File: src/design/rhc_pkg.sv
// Shared types and constants for the IPv4 receive header checker.
package rhc_pkg;

    localparam int unsigned MIN_HEADER   = 20;
    localparam logic [3:0]  IP_VERSION_4 = 4'd4;
    localparam logic [15:0] FRAG_MASK    = 16'h3fff;
    localparam logic [31:0] ALL_ONES     = 32'hffff_ffff;
    localparam logic [15:0] COUNT_MAX    = 16'hffff;
    localparam logic [15:0] SUM_GOOD     = 16'hffff;

    // Configuration register indexes.
    localparam logic [2:0] CFG_LOCAL_ADDRESS     = 3'd0;
    localparam logic [2:0] CFG_SUBNET_BROADCAST  = 3'd1;
    localparam logic [2:0] CFG_BROADCAST_ENABLED = 3'd2;
    localparam logic [2:0] CFG_PROTOCOL_LIST     = 3'd3;
    localparam logic [2:0] CFG_PROTOCOL_COUNT    = 3'd4;

    localparam int unsigned CFG_DATA_W = 64;

    typedef enum logic [1:0] {
        ST_DELIVER      = 2'd0,
        ST_MALFORMED    = 2'd1,
        ST_NOT_HERE     = 2'd2,
        ST_UNREGISTERED = 2'd3
    } t_status;

    typedef struct packed {
        logic [7:0] data_byte;
        logic       last_byte;
    } t_in_item;

    typedef struct packed {
        t_status     status;
        logic [2:0]  protocol_slot;
        logic [31:0] source_address;
        logic [31:0] destination_address;
        logic [5:0]  header_bytes;
        logic [15:0] datagram_length;
        logic [15:0] payload_length;
    } t_out_item;

    // Header fields captured for one packet at its last byte.
    typedef struct packed {
        logic [15:0] length;
        logic [7:0]  ver_ihl;
        logic [15:0] total;
        logic [15:0] frag;
        logic [7:0]  protocol;
        logic [31:0] source;
        logic [31:0] destination;
        logic [15:0] sum;
    } t_snap;

    typedef struct packed {
        logic [31:0] local_address;
        logic [31:0] subnet_broadcast;
        logic        broadcast_enabled;
        logic [3:0]  slot_count;
    } t_cfg;

endpackage

File: src/design/rhc_verdict.sv
// Packet verdict, protocol table match and the result register.
module rhc_verdict #(
    parameter int PROTOCOL_SLOTS = 8
) (
    input  logic                        i_clk,
    input  logic                        i_rst_n,
    input  logic                        i_snap_valid,
    input  rhc_pkg::t_snap              i_snap,
    output logic                        o_take,
    input  rhc_pkg::t_cfg               i_cfg,
    input  logic [PROTOCOL_SLOTS*8-1:0] i_protocol_list,
    output logic                        o_out_valid,
    input  logic                        i_out_ready,
    output rhc_pkg::t_out_item          o_out_item
);
    import rhc_pkg::*;

    logic      r_out_valid;
    t_out_item r_out_item;
    t_out_item n_out_item;

    logic [5:0]  hdr;
    logic [15:0] hdr16;
    logic        bad;
    logic        addr_ok;
    logic        found;
    logic [2:0]  slot;

    assign o_take = i_snap_valid && (!r_out_valid || i_out_ready);

    always_comb begin
        hdr   = {i_snap.ver_ihl[3:0], 2'b00};
        hdr16 = {10'd0, hdr};
        bad = (i_snap.length < 16'(MIN_HEADER))
            || (i_snap.ver_ihl[7:4] != IP_VERSION_4)
            || (hdr16 < 16'(MIN_HEADER))
            || (hdr16 > i_snap.length)
            || (i_snap.total < hdr16)
            || (i_snap.total > i_snap.length)
            || (i_snap.sum != SUM_GOOD)
            || ((i_snap.frag & FRAG_MASK) != 16'd0);

        // The all-ones destination is never compared with the configured addresses.
        if (i_snap.destination == ALL_ONES) begin
            addr_ok = i_cfg.broadcast_enabled;
        end else begin
            addr_ok = (i_snap.destination == i_cfg.local_address)
                   || (i_snap.destination == i_cfg.subnet_broadcast);
        end

        // Lowest matching slot below the configured count wins.
        found = 1'b0;
        slot  = 3'd0;
        for (int i = 0; i < PROTOCOL_SLOTS; i++) begin
            if (!found && (4'(i) < i_cfg.slot_count)
                    && (i_protocol_list[i*8 +: 8] == i_snap.protocol)) begin
                found = 1'b1;
                slot  = 3'(i);
            end
        end

        n_out_item.source_address      = i_snap.source;
        n_out_item.destination_address = i_snap.destination;
        n_out_item.header_bytes        = hdr;
        n_out_item.datagram_length     = i_snap.total;
        n_out_item.protocol_slot       = 3'd0;
        n_out_item.payload_length      = 16'd0;
        if (bad) begin
            n_out_item.status = ST_MALFORMED;
        end else begin
            n_out_item.payload_length = i_snap.total - hdr16;
            if (!addr_ok) begin
                n_out_item.status = ST_NOT_HERE;
            end else if (!found) begin
                n_out_item.status = ST_UNREGISTERED;
            end else begin
                n_out_item.status        = ST_DELIVER;
                n_out_item.protocol_slot = slot;
            end
        end
    end

    always_ff @(posedge i_clk) begin
        if (!i_rst_n) begin
            r_out_valid <= 1'b0;
        end else if (o_take) begin
            r_out_valid <= 1'b1;
        end else if (i_out_ready) begin
            r_out_valid <= 1'b0;
        end
        if (o_take) begin
            r_out_item <= n_out_item;
        end
    end

    assign o_out_valid = r_out_valid;
    assign o_out_item  = r_out_item;

    a_malformed_no_payload: assert property (@(posedge i_clk) disable iff (!i_rst_n)
        (o_out_valid && o_out_item.status == ST_MALFORMED)
            |-> (o_out_item.payload_length == 16'd0))
        else $error("malformed result carries a payload length");

    a_slot_only_on_deliver: assert property (@(posedge i_clk) disable iff (!i_rst_n)
        (o_out_valid && o_out_item.status != ST_DELIVER)
            |-> (o_out_item.protocol_slot == 3'd0))
        else $error("protocol slot set on a result that is not delivered");

    a_slot_in_table: assert property (@(posedge i_clk) disable iff (!i_rst_n)
        (o_out_valid && o_out_item.status == ST_DELIVER)
            |-> ({1'b0, o_out_item.protocol_slot} < 4'(PROTOCOL_SLOTS)
                 && {1'b0, o_out_item.protocol_slot} < i_cfg.slot_count))
        else $error("delivered slot lies outside the protocol table");

    a_lengths_consistent: assert property (@(posedge i_clk) disable iff (!i_rst_n)
        (o_out_valid && o_out_item.status != ST_MALFORMED)
            |-> (o_out_item.header_bytes >= 6'(MIN_HEADER)
                 && o_out_item.datagram_length >= {10'd0, o_out_item.header_bytes}))
        else $error("accepted packet has inconsistent header lengths");

endmodule

File: config.mk
export PLATFORM = sky130hd
export DESIGN_NAME = rhc_verdict
export DESIGN_NICKNAME = d
export VERILOG_FILES = /design/src/design/rhc_pkg.sv /design/src/design/rhc_verdict.sv
export SDC_FILE = /design/constraint.sdc
export NUM_CORES = 1
export LEC_CHECK = 0
export BUFFER_PORTS_ARGS = -buffer_cell sky130_fd_sc_hd__clkbuf_2
export CAP_MARGIN = 20
export CORE_AREA = 2 2 152 154
export DETAILED_ROUTE_END_ITERATION = 8
export DIE_AREA = 0 0 154 156
export PLACE_DENSITY = 0.62
export SYNTH_ARGS = -nofsm -noshare
export SYNTH_HDL_FRONTEND = slang
export SYNTH_SLANG_ARGS = --single-unit
File: constraint.sdc
create_clock -name i_clk -period 14.2 [get_ports i_clk]
set_input_delay 2.13 -clock i_clk [delete_from_list [all_inputs] [get_ports i_clk]]
set_output_delay 2.13 -clock i_clk [all_outputs]
set_load 0.01 [all_outputs]
# Word-level counts from Yosys, hierarchy flattened
# Cells that the tools add are included.
# op_classes
n_lt_le_gt_ge,13
reduce_logical,36
bitwise,2
n_eq_ne,13
n_addsub,1
n_mux,20
# op_table
cell,n
$eq 32x32->1,2
$eq 8x8->1,8
$eq 32x32->1 const B,1
$mux 3,6
$gt 16x16->1,1
$gt 6x16->1,1
$logic_and 1x1->1,16
$lt 16x5->1 const B,1
$lt 16x6->1,1
$lt 3x4->1 const A,4
$ne 16x16->1 const B,1
$reduce_bool 16->1,1
$sub 16x6->16,1
$mux 1,12
$logic_or 1x1->1,9
$logic_not 1->1,8
$lt 1x4->1 const A,2
$lt 2x4->1 const A,2
$lt 6x5->1 const B,1
$mux 2,2
$ne 4x3->1 const B,1
$reduce_or 3->1,1
$not 1->1,2
$reduce_bool 2->1,1
# word_totals
output_inout_bits,109
regBits,106
wordCells,93

# Logic depth before layout (Yosys ltp)
# Gate-level depths: netlist of run 1.
# depth
word_depth,33
depth_mapped,9

# Worst setup path after synthesis of run 1
# OpenSTA, ideal clock, no wires.
# synth_timing
path_kind,in2out
from,input port i_out_ready
to,output port o_take
n_path_buf,0
setup_slack_ns,5.129
t_arrival_ns,6.941
stages,2
cell_sequence,nor2b_1 > nor2b_1
# synth_between
elab_chain_len,2
# synth_rtl
item,line,text
from (decl),rhc_verdict.sv:13,"input logic i_out_ready,"
$logic_or 1x1->1,rhc_verdict.sv:29,assign o_take = i_snap_valid && (!r_out_valid || i_out_ready);
$logic_and 1x1->1,rhc_verdict.sv:29,
to (decl),rhc_verdict.sv:9,"output logic o_take,"
# Every way passes these cells.

# Final worst setup path of run 1
# Same ends and word-level chain as after synthesis.

==> results.txt, run 1 <==
----------------------------------------------------
[Run status]
  Result of the run ... completed

[Finish]
  Number of antenna repair diodes ... 0
  Net total in the final layout ... 1188
  Post-synthesis to final-layout area growth ... 41.3%
  Share of the core filled with cells in the final layout ... 0.384
  Proportion of layout cells with a drive suffix above 1 ... 0.468

[Pwr]
  Sequential fraction of design power ... 0.468
  Power Dens Cells ... 91.7 nW/um2
  Cell Int Power ... 563 uW
  P_leak ... 0.00388 uW
  Proportion of power drawn by combinational gates ... 0.199
  Peak supply drop ... 0.0000479 V
  Switching share of power ... 0.285
  Net switching component of the power ... 224 uW
  Power share of the clock group ... 0.333

[Detailed routing]
  Number of nets still failing antenna checks after routing ... 0
  DRC violation count after routing ... 0
  Overall via count from detail_route ... 5296
  Vias per inst ... 4.52
  Final wirelength ... 19800 um
  Initial detailed-routing violation count ... 294
  Detailed-routing iteration count for the pre-antenna-repair pass ... 6
  Post-detailed-route wirelength per cell ... 16.9 um

[Clock network]
  Number of buffers on the longest clock path ... 2
  Post-CTS resize count ... 0
  Clock tree from TritonCTS ... done
  Setup bufs post-CTS ... 0
  CTS H-tree lvls ... 3
  Clk root buf ... clkbuf_16
  Inserted Clock Buffers ... 9
  Number of clock sinks ... 106
  Clk_lat worst skew ... 0.36 ns
  Clock-pin slew of the registers on the worst-case setup and hold paths ... 0.07 ns
  Quantity of hold-fixing buffers added after cts ... 0

[Synth]
  Number of synthesized flops with an enable pin ... 105
  Syn_area_per_cell ... 12.2 um2
  Gate count of the mapped netlist ... 497
  Share of the synthesized area in the top cell type ... 0.519
  Synth area leader ... edfxtp_1
  Dominant synthesized flop cell ... edfxtp_1
  Sequential element share of the synthesized area ... 0.523
  Cell types with the largest area share after synthesis ... edfxtp_1, xor2_1, xnor2_1
  Async set or reset register ratio after synthesis ... 0
  Seq cells post-synth ... 106
  Mapped cell area ... 6070 um2
  Count of distinct cell types in the synthesized netlist ... 52
  Synth Warn # ... 0

[Timing]
  Final period demand of the worst path ... 5.34 ns
  Setup skew after layout ... 0.0150 ns
  Pins Over Slew Limit ... 0
  Maximum operating frequency ... 0.187 GHz
  Worst slew margin ... 0.462
  Final cycle utilization of the critical path ... 0.376
  Fin. Hold Viols ... 0
  Fin Hold WS ... 0.666 ns
  Setup_tns ... 0 ns
  Worst Max-Slew Pin Slew ... 0.799 ns
  Unrepaired setup endpoints after global routing ... false
  Total of endpoints with negative setup slack in the final report ... 0

[Worst setup path]
  Sort of element at the end of the critical path ... output port
  Worst flop-to-flop path endpoint ... o_out_item[0]
  Arrival time at the worst endpoint ... 3.21 ns
  Crit path launch type ... input pin
  Critical path required time ... 12.07 ns
  Reg-to-reg critical path startpoint ... o_out_valid
  Number of cells traversed by the worst register-to-register path ... 4
  Maximum fanout encountered on the critical timing path ... 52
  Reg-to-reg setup timing slack ... 11.95 ns
  Class of the most critical setup path ... input pin to output port

[Floorplanning]
  Initial core utilization ... 0.271
  Die Outline Area ... 24000 um2
  Die width ... 154 um
  Top-level port count ... 390
  Placement Rows ... 55
  Standard cell core area ... 22400 um2
  Height of the chip ... 156 um

[Placement]
  Gpl congestion ... 0.868
  Buffers on Ports ... 385
  Half-perimeter wire length after placement ... 16500 um

[GRT]
  Sum of overflow across all layers after global routing ... 0
  Vias in the first global route ... 5081
  Total global routing track utilization ... 0.159
  Antenna violations before repair ... 0
  Maximum number of pins on one net before global-route repair ... 56
  Wire length of the first global-routing pass ... 28800 um

[Min path]
  Worst Hold Endpoint ... o_out_valid
  Path type of the worst min-delay path ... register to register
  Cell depth of the worst hold path ... 2
  Worst min-delay path startpoint ... o_out_valid

[Flow run]
  Max-capacitance violation count ... 0

----------------------------------------------------
layer usage:
metal  share of wire  global-route usage  wire (um)
met2            0.49               0.275       9780
met3           0.073              0.0344       1440
met5               0                   0          0
met1            0.41               0.195       8150
met4           0.024              0.0579        478
layout by cell type (no fill, tap or decap), types with 3 or more instances in the layout:
master / Yosys / routed
inv_6: 0 / 3
clkbuf_16: 0 / 9
a21oi_1: 10 / 10
xnor2_1: 52 / 52
nand4_1: 27 / 27
nor2b_1: 6 / 5
ha_1: 24 / 24
edfxtp_1: 105 / 105
a21o_1: 3 / 3
o21ai_0: 6 / 6
clkbuf_2: 0 / 385
nand2_1: 15 / 15
xnor2_2: 3 / 3
a211oi_1: 3 / 3
nor4b_1: 3 / 3
nand3_1: 12 / 12
nor4_1: 32 / 32
nor2_1: 24 / 24
xor2_1: 83 / 83
o211ai_1: 3 / 3
or3_1: 4 / 4
inv_1: 23 / 23
nor3_1: 12 / 12
clkinv_8: 0 / 3
logic make-up after synthesis:
group,share of synthesized area
compound gates,0.0443
flops,0.523
mux,0.00515
other cells,0.000618
simple gates,0.138
xor+xnor,0.203
buf+inv,0.0336
fa+ha+maj,0.0528
power by group through the flow:
stage	clock network [uW]	registers [uW]	logic, uW
4_1_cts	273	368	159
2_1_floorplan	0	388	64.1
3_5_place_dp	0	376	158
3_3_place_gp	0	375	157
5_1_grt	284	370	173
6_report	262	368	157
per-stage QoR:
stage | total power [uW] | worst slack, ns | area (um2) | std cells
final | 787 | 8.86 | 8580 | 1172
after global routing | 827 | 8.77 | 8580 | 1172
after CTS | 800 | 8.85 | 8580 | 1172
after detailed placement | 534 | 8.85 | 8260 | 1156
after global placement | 532 | 8.87 | 8260 | 1156
after floorplan | 452 | 5.13 | 6070 | 498
cells in the mapped netlist, types with 2 or more instances:
| cell type | n |
|---|---|
| xnor2_1 | 52 |
| nand2b_1 | 2 |
| mux2i_1 | 2 |
| or3_1 | 4 |
| a31oi_1 | 2 |
| a21oi_1 | 10 |
| o21a_1 | 2 |
| a21boi_0 | 2 |
| nor4b_1 | 3 |
| a21o_1 | 3 |
| xnor2_2 | 3 |
| xor2_1 | 83 |
| o211ai_1 | 3 |
| nor2b_1 | 6 |
| buf_6 | 6 |
| inv_1 | 23 |
| edfxtp_1 | 105 |
| nor4_1 | 32 |
| ha_1 | 24 |
| nor2_1 | 24 |
| clkbuf_1 | 2 |
| nand2_1 | 15 |
| o21ai_0 | 6 |
| nand4_1 | 27 |
| a211oi_1 | 3 |
| nor3_1 | 12 |
| nand3_1 | 12 |
| buf_4 | 5 |
worst max path at each step:
| stage | from | end | slack [ns] |
|---|---|---|---|
| detailed placement | i_out_ready | o_take | 8.85 |
| floorplan | i_out_ready | o_take | 5.13 |
| global placement | i_out_ready | o_take | 8.87 |
| CTS | i_out_ready | o_take | 8.85 |
| finish | i_out_ready | o_take | 8.86 |
| global route | i_out_ready | o_take | 8.77 |
sequential cells by signal (all words and copies together), names as in the netlist:
name / flops
o_out_valid: 1
o_out_item: 105
area by class of cell:
class / count / area [um2]
timing repair buffer: 387 / 1940
inverter: 23 / 86.3
fill: 2233 / 13800
clock buffer: 9 / 225
multi-input combinational: 355 / 2710
tap: 285 / 357
sequential: 106 / 3170
clock inverter: 7 / 91.3
critical path: stages:
cell      delay, ns
clkbuf_2       0.08
nor2b_1        0.06
nor2b_4        0.12
buf_4          0.50
clkbuf_2       0.25
(Power assumes the default switching activity.)
==> run 2, diff against run 1 <==
--- a/config.mk
+++ b/config.mk
@@ -7,10 +7,10 @@
 export LEC_CHECK = 0
 export BUFFER_PORTS_ARGS = -buffer_cell sky130_fd_sc_hd__clkbuf_2
 export CAP_MARGIN = 20
-export CORE_AREA = 2 2 152 154
+export CORE_AREA = 2 2 150 152
 export DETAILED_ROUTE_END_ITERATION = 8
-export DIE_AREA = 0 0 154 156
-export PLACE_DENSITY = 0.62
+export DIE_AREA = 0 0 152 154
+export PLACE_DENSITY = 0.63
 export SYNTH_ARGS = -nofsm -noshare
 export SYNTH_HDL_FRONTEND = slang
 export SYNTH_SLANG_ARGS = --single-unit
==> constraint.sdc (replaced) <==
create_clock -name i_clk -period 4.98 [get_ports i_clk]
set_input_delay 0.747 -clock i_clk [delete_from_list [all_inputs] [get_ports i_clk]]
set_output_delay 0.747 -clock i_clk [all_outputs]
set_load 0.01 [all_outputs]
==> results.txt, run 2 (synthesis gave the netlist of run 1 again) <==
----------------------------------------------------
[Run status]
  Result of the run ... completed

[Timing]
  Total of endpoints with negative setup slack in the final report ... 0 (unchanged)
  Pins Over Slew Limit ... 0 (unchanged)
  PnR worst setup slack ... 1.91 ns (-6.96 ns)
  Maximum operating frequency ... 0.325 GHz
  Unrepaired setup endpoints after global routing ... false
  Setup_tns ... 0 ns (unchanged)
  Fin. Hold Viols ... 0 (unchanged)
  Final period demand of the worst path ... 3.07 ns
  Setup skew after layout ... 0.00844 ns (-0.00660 ns)
  Worst slew margin ... 0.454 (-0.00824)
  Final cycle utilization of the critical path ... 0.617
  Worst Max-Slew Pin Slew ... 0.811 ns (+0.0122 ns)

[Clock network]
  Inserted Clock Buffers ... 9 (unchanged)
  Clock tree from TritonCTS ... done
  CTS H-tree lvls ... 3 (unchanged)
  Quantity of hold-fixing buffers added after cts ... 0 (unchanged)
  Clk_lat worst skew ... 0.35 ns (about the same)
  Clk root buf ... clkbuf_16
  Setup bufs post-CTS ... 0 (unchanged)
  Number of buffers on the longest clock path ... 2 (unchanged)
  Number of clock sinks ... 106 (unchanged)
  Post-CTS resize count ... 0 (unchanged)
  Clock-pin slew of the registers on the worst-case setup and hold paths ... 0.09 ns (+0.02 ns)

[GRT]
  Sum of overflow across all layers after global routing ... 0 (unchanged)
  Met2 demand-to-capacity share in global routing ... 0.281 (+0.00510)
  Most used routing layer ... met2
  Maximum number of pins on one net before global-route repair ... 57 (+1.8%)
  Antenna violations before repair ... 0 (unchanged)
  Met3 Resource Use GR ... 0.0333 (-0.00119)
  Total global routing track utilization ... 0.163 (+0.00413)
  Vias in the first global route ... 5287 (+4.1%)
  Wire length of the first global-routing pass ... 29600 um (+2.8%)
  Global routing usage on met1 ... 0.201 (+0.00539)

[Pwr]
  Peak supply drop ... 0.000157 V (+230%)
  Proportion of power drawn by combinational gates ... 0.199 (about the same)
  P_leak ... 0.00388 uW (about the same)
  Tot Pwr ... 2250 uW (+190%)
  Switching share of power ... 0.285 (+0.000426)
  Sequential fraction of design power ... 0.468 (about the same)
  Power share of the clock group ... 0.333 (about the same)
  Power Dens Cells ... 262 nW/um2 (+190%)
  Net switching component of the power ... 640 uW (+190%)
  Cell Int Power ... 1610 uW (+190%)

[Floorplanning]
  Placement Rows ... 54 (-1.8%)
  Top-level port count ... 390 (unchanged)
  Height of the chip ... 154 um (-1.3%)
  Standard cell core area ... 21700 um2 (-3.0%)
  Die width ... 152 um (-1.3%)
  Die Outline Area ... 23400 um2 (-2.6%)
  Initial core utilization ... 0.280 (+0.00847)

[Worst setup path]
  Crit path launch type ... input pin
  Maximum fanout encountered on the critical timing path ... 21 (-60%)
  Sort of element at the end of the critical path ... register
  Startpoint of the worst setup timing path ... i_snap[106]
  Critical path required time ... 5.12 ns (-6.95 ns)
  Last element of the critical path ... o_out_item[102]
  Reg-to-reg setup timing slack ... 3.36 ns (-8.59 ns)
  Reg-to-reg critical path startpoint ... o_out_valid
  Number of cells traversed by the worst register-to-register path ... 3 (-1)
  Class of the most critical setup path ... input pin to register
  Arrival time at the worst endpoint ... 3.21 ns (about the same)
  Worst flop-to-flop path endpoint ... o_out_item[53]

[Finish]
  Number of antenna repair diodes ... 0 (unchanged)
  Most common cell after layout, fill and taps aside ... clkbuf_2
  Fill cell instance count of the final layout ... 2163 (-3.1%)
  Number of flip-flops under the largest register name ... 105 (unchanged)
  Post-synthesis to final-layout area growth ... 41.1%
  Leading cell types in the layout, fill and taps excluded ... clkbuf_2, edfxtp_1, xor2_1
  Proportion of layout cells with a drive suffix above 1 ... 0.468 (unchanged)
  Net total in the final layout ... 1188 (unchanged)

[Detailed routing]
  Vias per inst ... 4.54 (+0.54%)
  Overall via count from detail_route ... 5302 (+0.11%)
  Initial detailed-routing violation count ... 291 (-1.0%)
  Post-detailed-route wirelength per cell ... 17.0 um (+0.51%)
  Detailed-routing iteration count for the pre-antenna-repair pass ... 4 (-2)
  Final wirelength ... 19900 um (about the same)
  DRC violation count after routing ... 0 (unchanged)
  Number of nets still failing antenna checks after routing ... 0 (unchanged)

[Placement]
  Buffers on Ports ... 385 (unchanged)
  Gpl congestion ... 0.886 (+2.1%)
  Half-perimeter wire length after placement ... 16700 um (+1.2%)
  Post-Place Setup Slack ... 1.56 ns (-7.29 ns)

[Min path]
  Path type of the worst min-delay path ... input pin to register

[Flow run]
  Max-capacitance violation count ... 0 (unchanged)

----------------------------------------------------
## run 2: metal layers
metal / routed length (um) / part of all wire
met1: 8140 / 0.41
met2: 9770 / 0.49
met3: 1380 / 0.069
met4: 576 / 0.029
met5: 0 / 0
## run 2: worst min path at each step
stage	end	from	cells past startpoint
after CTS	o_out_item[73]	i_snap[51]	1
after global placement	o_out_valid	o_out_valid	2
after global routing	o_out_item[73]	i_snap[51]	1
final	o_out_item[73]	i_snap[51]	1
after floorplan	o_out_valid	o_out_valid	2
after detailed placement	o_out_valid	o_out_valid	2
## run 2: power by group through the flow
stage	Clock (uW)	Sequential, uW	Combinational (uW)
after floorplan	0	1100	183
after global placement	0	1070	444
after detailed placement	0	1070	450
after CTS	772	1050	452
after global routing	800	1060	492
final	749	1050	447
## run 2: final cells by class
cell class / count / area (um2) / area share
clock inverters: 7 / 83.8 / 0.00979
multi-input cells: 355 / 2710 / 0.316
clock buffers: 9 / 225 / 0.0263
inverters: 23 / 86.3 / 0.0101
repair buffers: 387 / 1940 / 0.227
flip-flops and latches: 106 / 3170 / 0.370
well taps: 280 / 350 / 0.0409
## run 2: critical path: stages
cell and delay, ns:
clkbuf_2 0.11, inv_1 0.04, ha_1 0.22, fa_1 0.38
nor2b_1 0.18, o21ai_0 0.13, nor3b_1 0.20, a2111o_1 0.71
a2111oi_1 0.48
## run 2: stage by stage
step                      cell area (um2)  cells  utilization  hold WS, ns
final                                8570   1167        0.395        0.560
after global routing                 8570   1167        0.395        0.540
after CTS                            8570   1167        0.395        0.545
after detailed placement             8260   1151        0.381        0.703
after global placement               8260   1151        0.381        0.658
after floorplan                      6080    498            -        0.666
==> run 3, diff against run 2 <==
==> constraint.sdc (replaced) <==
create_clock -name i_clk -period 3.01 [get_ports i_clk]
set_input_delay 0.4515 -clock i_clk [delete_from_list [all_inputs] [get_ports i_clk]]
set_output_delay 0.4515 -clock i_clk [all_outputs]
set_load 0.01 [all_outputs]
==> results.txt, run 3 (synthesis gave the netlist of run 1 again) <==
----------------------------------------------------
[Run status]
  Result of the run ... completed

[Worst setup path]
  Number of cells traversed by the worst register-to-register path ... 3 (unchanged)
  Maximum fanout encountered on the critical timing path ... 6 (-71%)
  Crit path launch type ... input pin
  Critical path required time ... 3.14 ns (-1.98 ns)
  Reg-to-reg setup timing slack ... 1.40 ns (-1.96 ns)
  Arrival time at the worst endpoint ... 2.70 ns (-0.51 ns)
  Worst flop-to-flop path endpoint ... o_out_item[47]
  Sort of element at the end of the critical path ... register
  Reg-to-reg critical path startpoint ... o_out_valid
  Class of the most critical setup path ... input pin to register

[Clock network]
  Clock-pin slew of the registers on the worst-case setup and hold paths ... 0.09 ns (about the same)
  Clk root buf ... clkbuf_16
  CTS H-tree lvls ... 3 (unchanged)
  Number of clock sinks ... 106 (unchanged)
  Setup bufs post-CTS ... 0 (unchanged)
  Post-CTS resize count ... 0 (unchanged)
  Clock tree from TritonCTS ... done
  Number of buffers on the longest clock path ... 2 (unchanged)
  Inserted Clock Buffers ... 9 (unchanged)
  Quantity of hold-fixing buffers added after cts ... 0 (unchanged)
  Clk_lat worst skew ... 0.36 ns (about the same)

[Timing]
  Worst slew margin ... 0.479 (+0.0244)
  Final cycle utilization of the critical path ... 0.853
  Setup skew after layout ... 0.0118 ns (+0.00341 ns)
  Worst Max-Slew Pin Slew ... 0.775 ns (-0.0363 ns)
  Total of endpoints with negative setup slack in the final report ... 0 (unchanged)
  Unrepaired setup endpoints after global routing ... false
  Setup_tns ... 0 ns (unchanged)
  Pins Over Slew Limit ... 0 (unchanged)
  PnR worst setup slack ... 0.442 ns (-1.47 ns)
  Final period demand of the worst path ... 2.57 ns
  Fin. Hold Viols ... 0 (unchanged)
  Maximum operating frequency ... 0.389 GHz

[Finish]
  Post-route insts no fill ... 1172 (+0.43%)
  Proportion of layout cells with a drive suffix above 1 ... 0.471 (+0.00298)
  Register area ... 3170 um2 (unchanged)
  Area of combinational cells with multiple inputs ... 2710 um2 (unchanged)
  Fill cell instance count of the final layout ... 2141 (-1.0%)
  Most common cell after layout, fill and taps aside ... clkbuf_2
  Net total in the final layout ... 1193 (+0.42%)
  Leading cell types in the layout, fill and taps excluded ... clkbuf_2, edfxtp_1, xor2_1
  Number of flip-flops under the largest register name ... 105 (unchanged)
  Post-synthesis to final-layout area growth ... 41.8%
  Number of antenna repair diodes ... 0 (unchanged)

[Detailed routing]
  Detailed-routing iteration count for the pre-antenna-repair pass ... 4 (unchanged)
  Number of nets still failing antenna checks after routing ... 0 (unchanged)
  Initial detailed-routing violation count ... 252 (-13%)
  Post-detailed-route wirelength per cell ... 16.9 um (-0.72%)
  Vias per inst ... 4.56 (+0.44%)
  DRC violation count after routing ... 0 (unchanged)
  Overall via count from detail_route ... 5348 (+0.87%)
  Final wirelength ... 19800 um (-0.29%)

[Min path]
  Worst min-delay path startpoint ... i_snap[49]
  Worst Hold Endpoint ... o_out_item[71]
  Path type of the worst min-delay path ... input pin to register
  Cell depth of the worst hold path ... 1 (unchanged)

[GRT]
  Vias in the first global route ... 5321 (+0.64%)
  Total global routing track utilization ... 0.164 (+0.00126)
  Antenna violations before repair ... 0 (unchanged)
  Wire length of the first global-routing pass ... 29800 um (+0.49%)
  Maximum number of pins on one net before global-route repair ... 55 (-3.5%)
  Sum of overflow across all layers after global routing ... 0 (unchanged)

[Pwr]
  Power share of the clock group ... 0.334 (about the same)
  Cell Int Power ... 2660 uW (+66%)
  Peak supply drop ... 0.000236 V (+50%)
  Power Dens Cells ... 433 nW/um2 (+65%)
  Sequential fraction of design power ... 0.466 (-0.002)
  Switching share of power ... 0.285 (about the same)
  P_leak ... 0.00391 uW (+0.65%)
  Net switching component of the power ... 1060 uW (+66%)
  Proportion of power drawn by combinational gates ... 0.200 (about the same)

[Floorplanning]
  Placement Rows ... 54 (unchanged)
  Die Outline Area ... 23400 um2 (unchanged)
  Top-level port count ... 390 (unchanged)
  Height of the chip ... 154 um (unchanged)
  Initial core utilization ... 0.280 (unchanged)
  Standard cell core area ... 21700 um2 (unchanged)
  Die width ... 152 um (unchanged)

[Placement]
  Buffers on Ports ... 385 (unchanged)
  Post-Place Setup Slack ... -0.0231 ns (-1.58 ns)
  Placed Cells incl. Taps ... 1156 (+0.43%)
  Gpl congestion ... 0.863 (-2.6%)
  Half-perimeter wire length after placement ... 16700 um (-0.38%)

[Flow run]
  Max-capacitance violation count ... 0 (unchanged)

----------------------------------------------------
[run 3: changes by cell type in the layout (fill, tap and decap cells not counted), sizes merged]
cell    change
buf         +5
clkinv      +1
inv         -1
[run 3: worst max-delay path: stages]
cell	delay, ns
clkbuf_2	0.11
inv_1	0.05
ha_1	0.22
fa_1	0.40
nor2b_1	0.19
o21ai_0	0.13
nor3b_1	0.20
a2111o_1	0.51
a2111oi_1	0.45
[run 3: final cells by class]
cell class                 count  area share
clock buffer                   9      0.0262
tap                          280      0.0407
multi-input combinational    355       0.314
sequential                   106       0.369
timing repair buffer         392       0.230
inverter                      23      0.0100
clock inverter                 7      0.0103
[run 3: routing by layer]
metal / wire length (um) / global-route usage / vias to the layer above
li1: - / - / 2600
met1: 7830 / 0.197 / 2465
met2: 9980 / 0.289 / 261
met3: 1540 / 0.0383 / 22
met4: 454 / 0.0579 / 0
met5: 0 / 0 / -
[run 3: power groups by stage]
stage / logic (uW) / registers (uW) / clock network, uW
after floorplan: 304 / 1820 / 0
after global placement: 741 / 1770 / 0
after detailed placement: 752 / 1770 / 0
after CTS: 755 / 1740 / 1300
after global routing: 817 / 1750 / 1340
final: 744 / 1740 / 1240
[run 3: through the flow]
| step | total power, uW | cell area, um2 | util | hold slack, ns |
|---|---|---|---|---|
| detailed placement | 2520 | 8290 | 0.382 | 0.630 |
| global route | 3910 | 8610 | 0.397 | 0.239 |
| global placement | 2510 | 8290 | 0.382 | 0.628 |
| floorplan | 2120 | 6080 | - | 0.550 |
| CTS | 3800 | 8610 | 0.397 | 0.242 |
| finish | 3720 | 8610 | 0.397 | 0.261 |
[run 3: worst max path at each step]
stage,startpoint,end,slack (ns),depth (start not counted)
final,i_snap[106],o_out_item[102],0.44,9
after global routing,i_snap[106],o_out_item[102],0.28,9
after CTS,i_snap[106],o_out_item[102],0.38,9
after detailed placement,i_snap[106],o_out_item[102],-0.02,9
after global placement,i_snap[106],o_out_item[102],0.15,9
after floorplan,i_out_ready,o_take,0.45,2
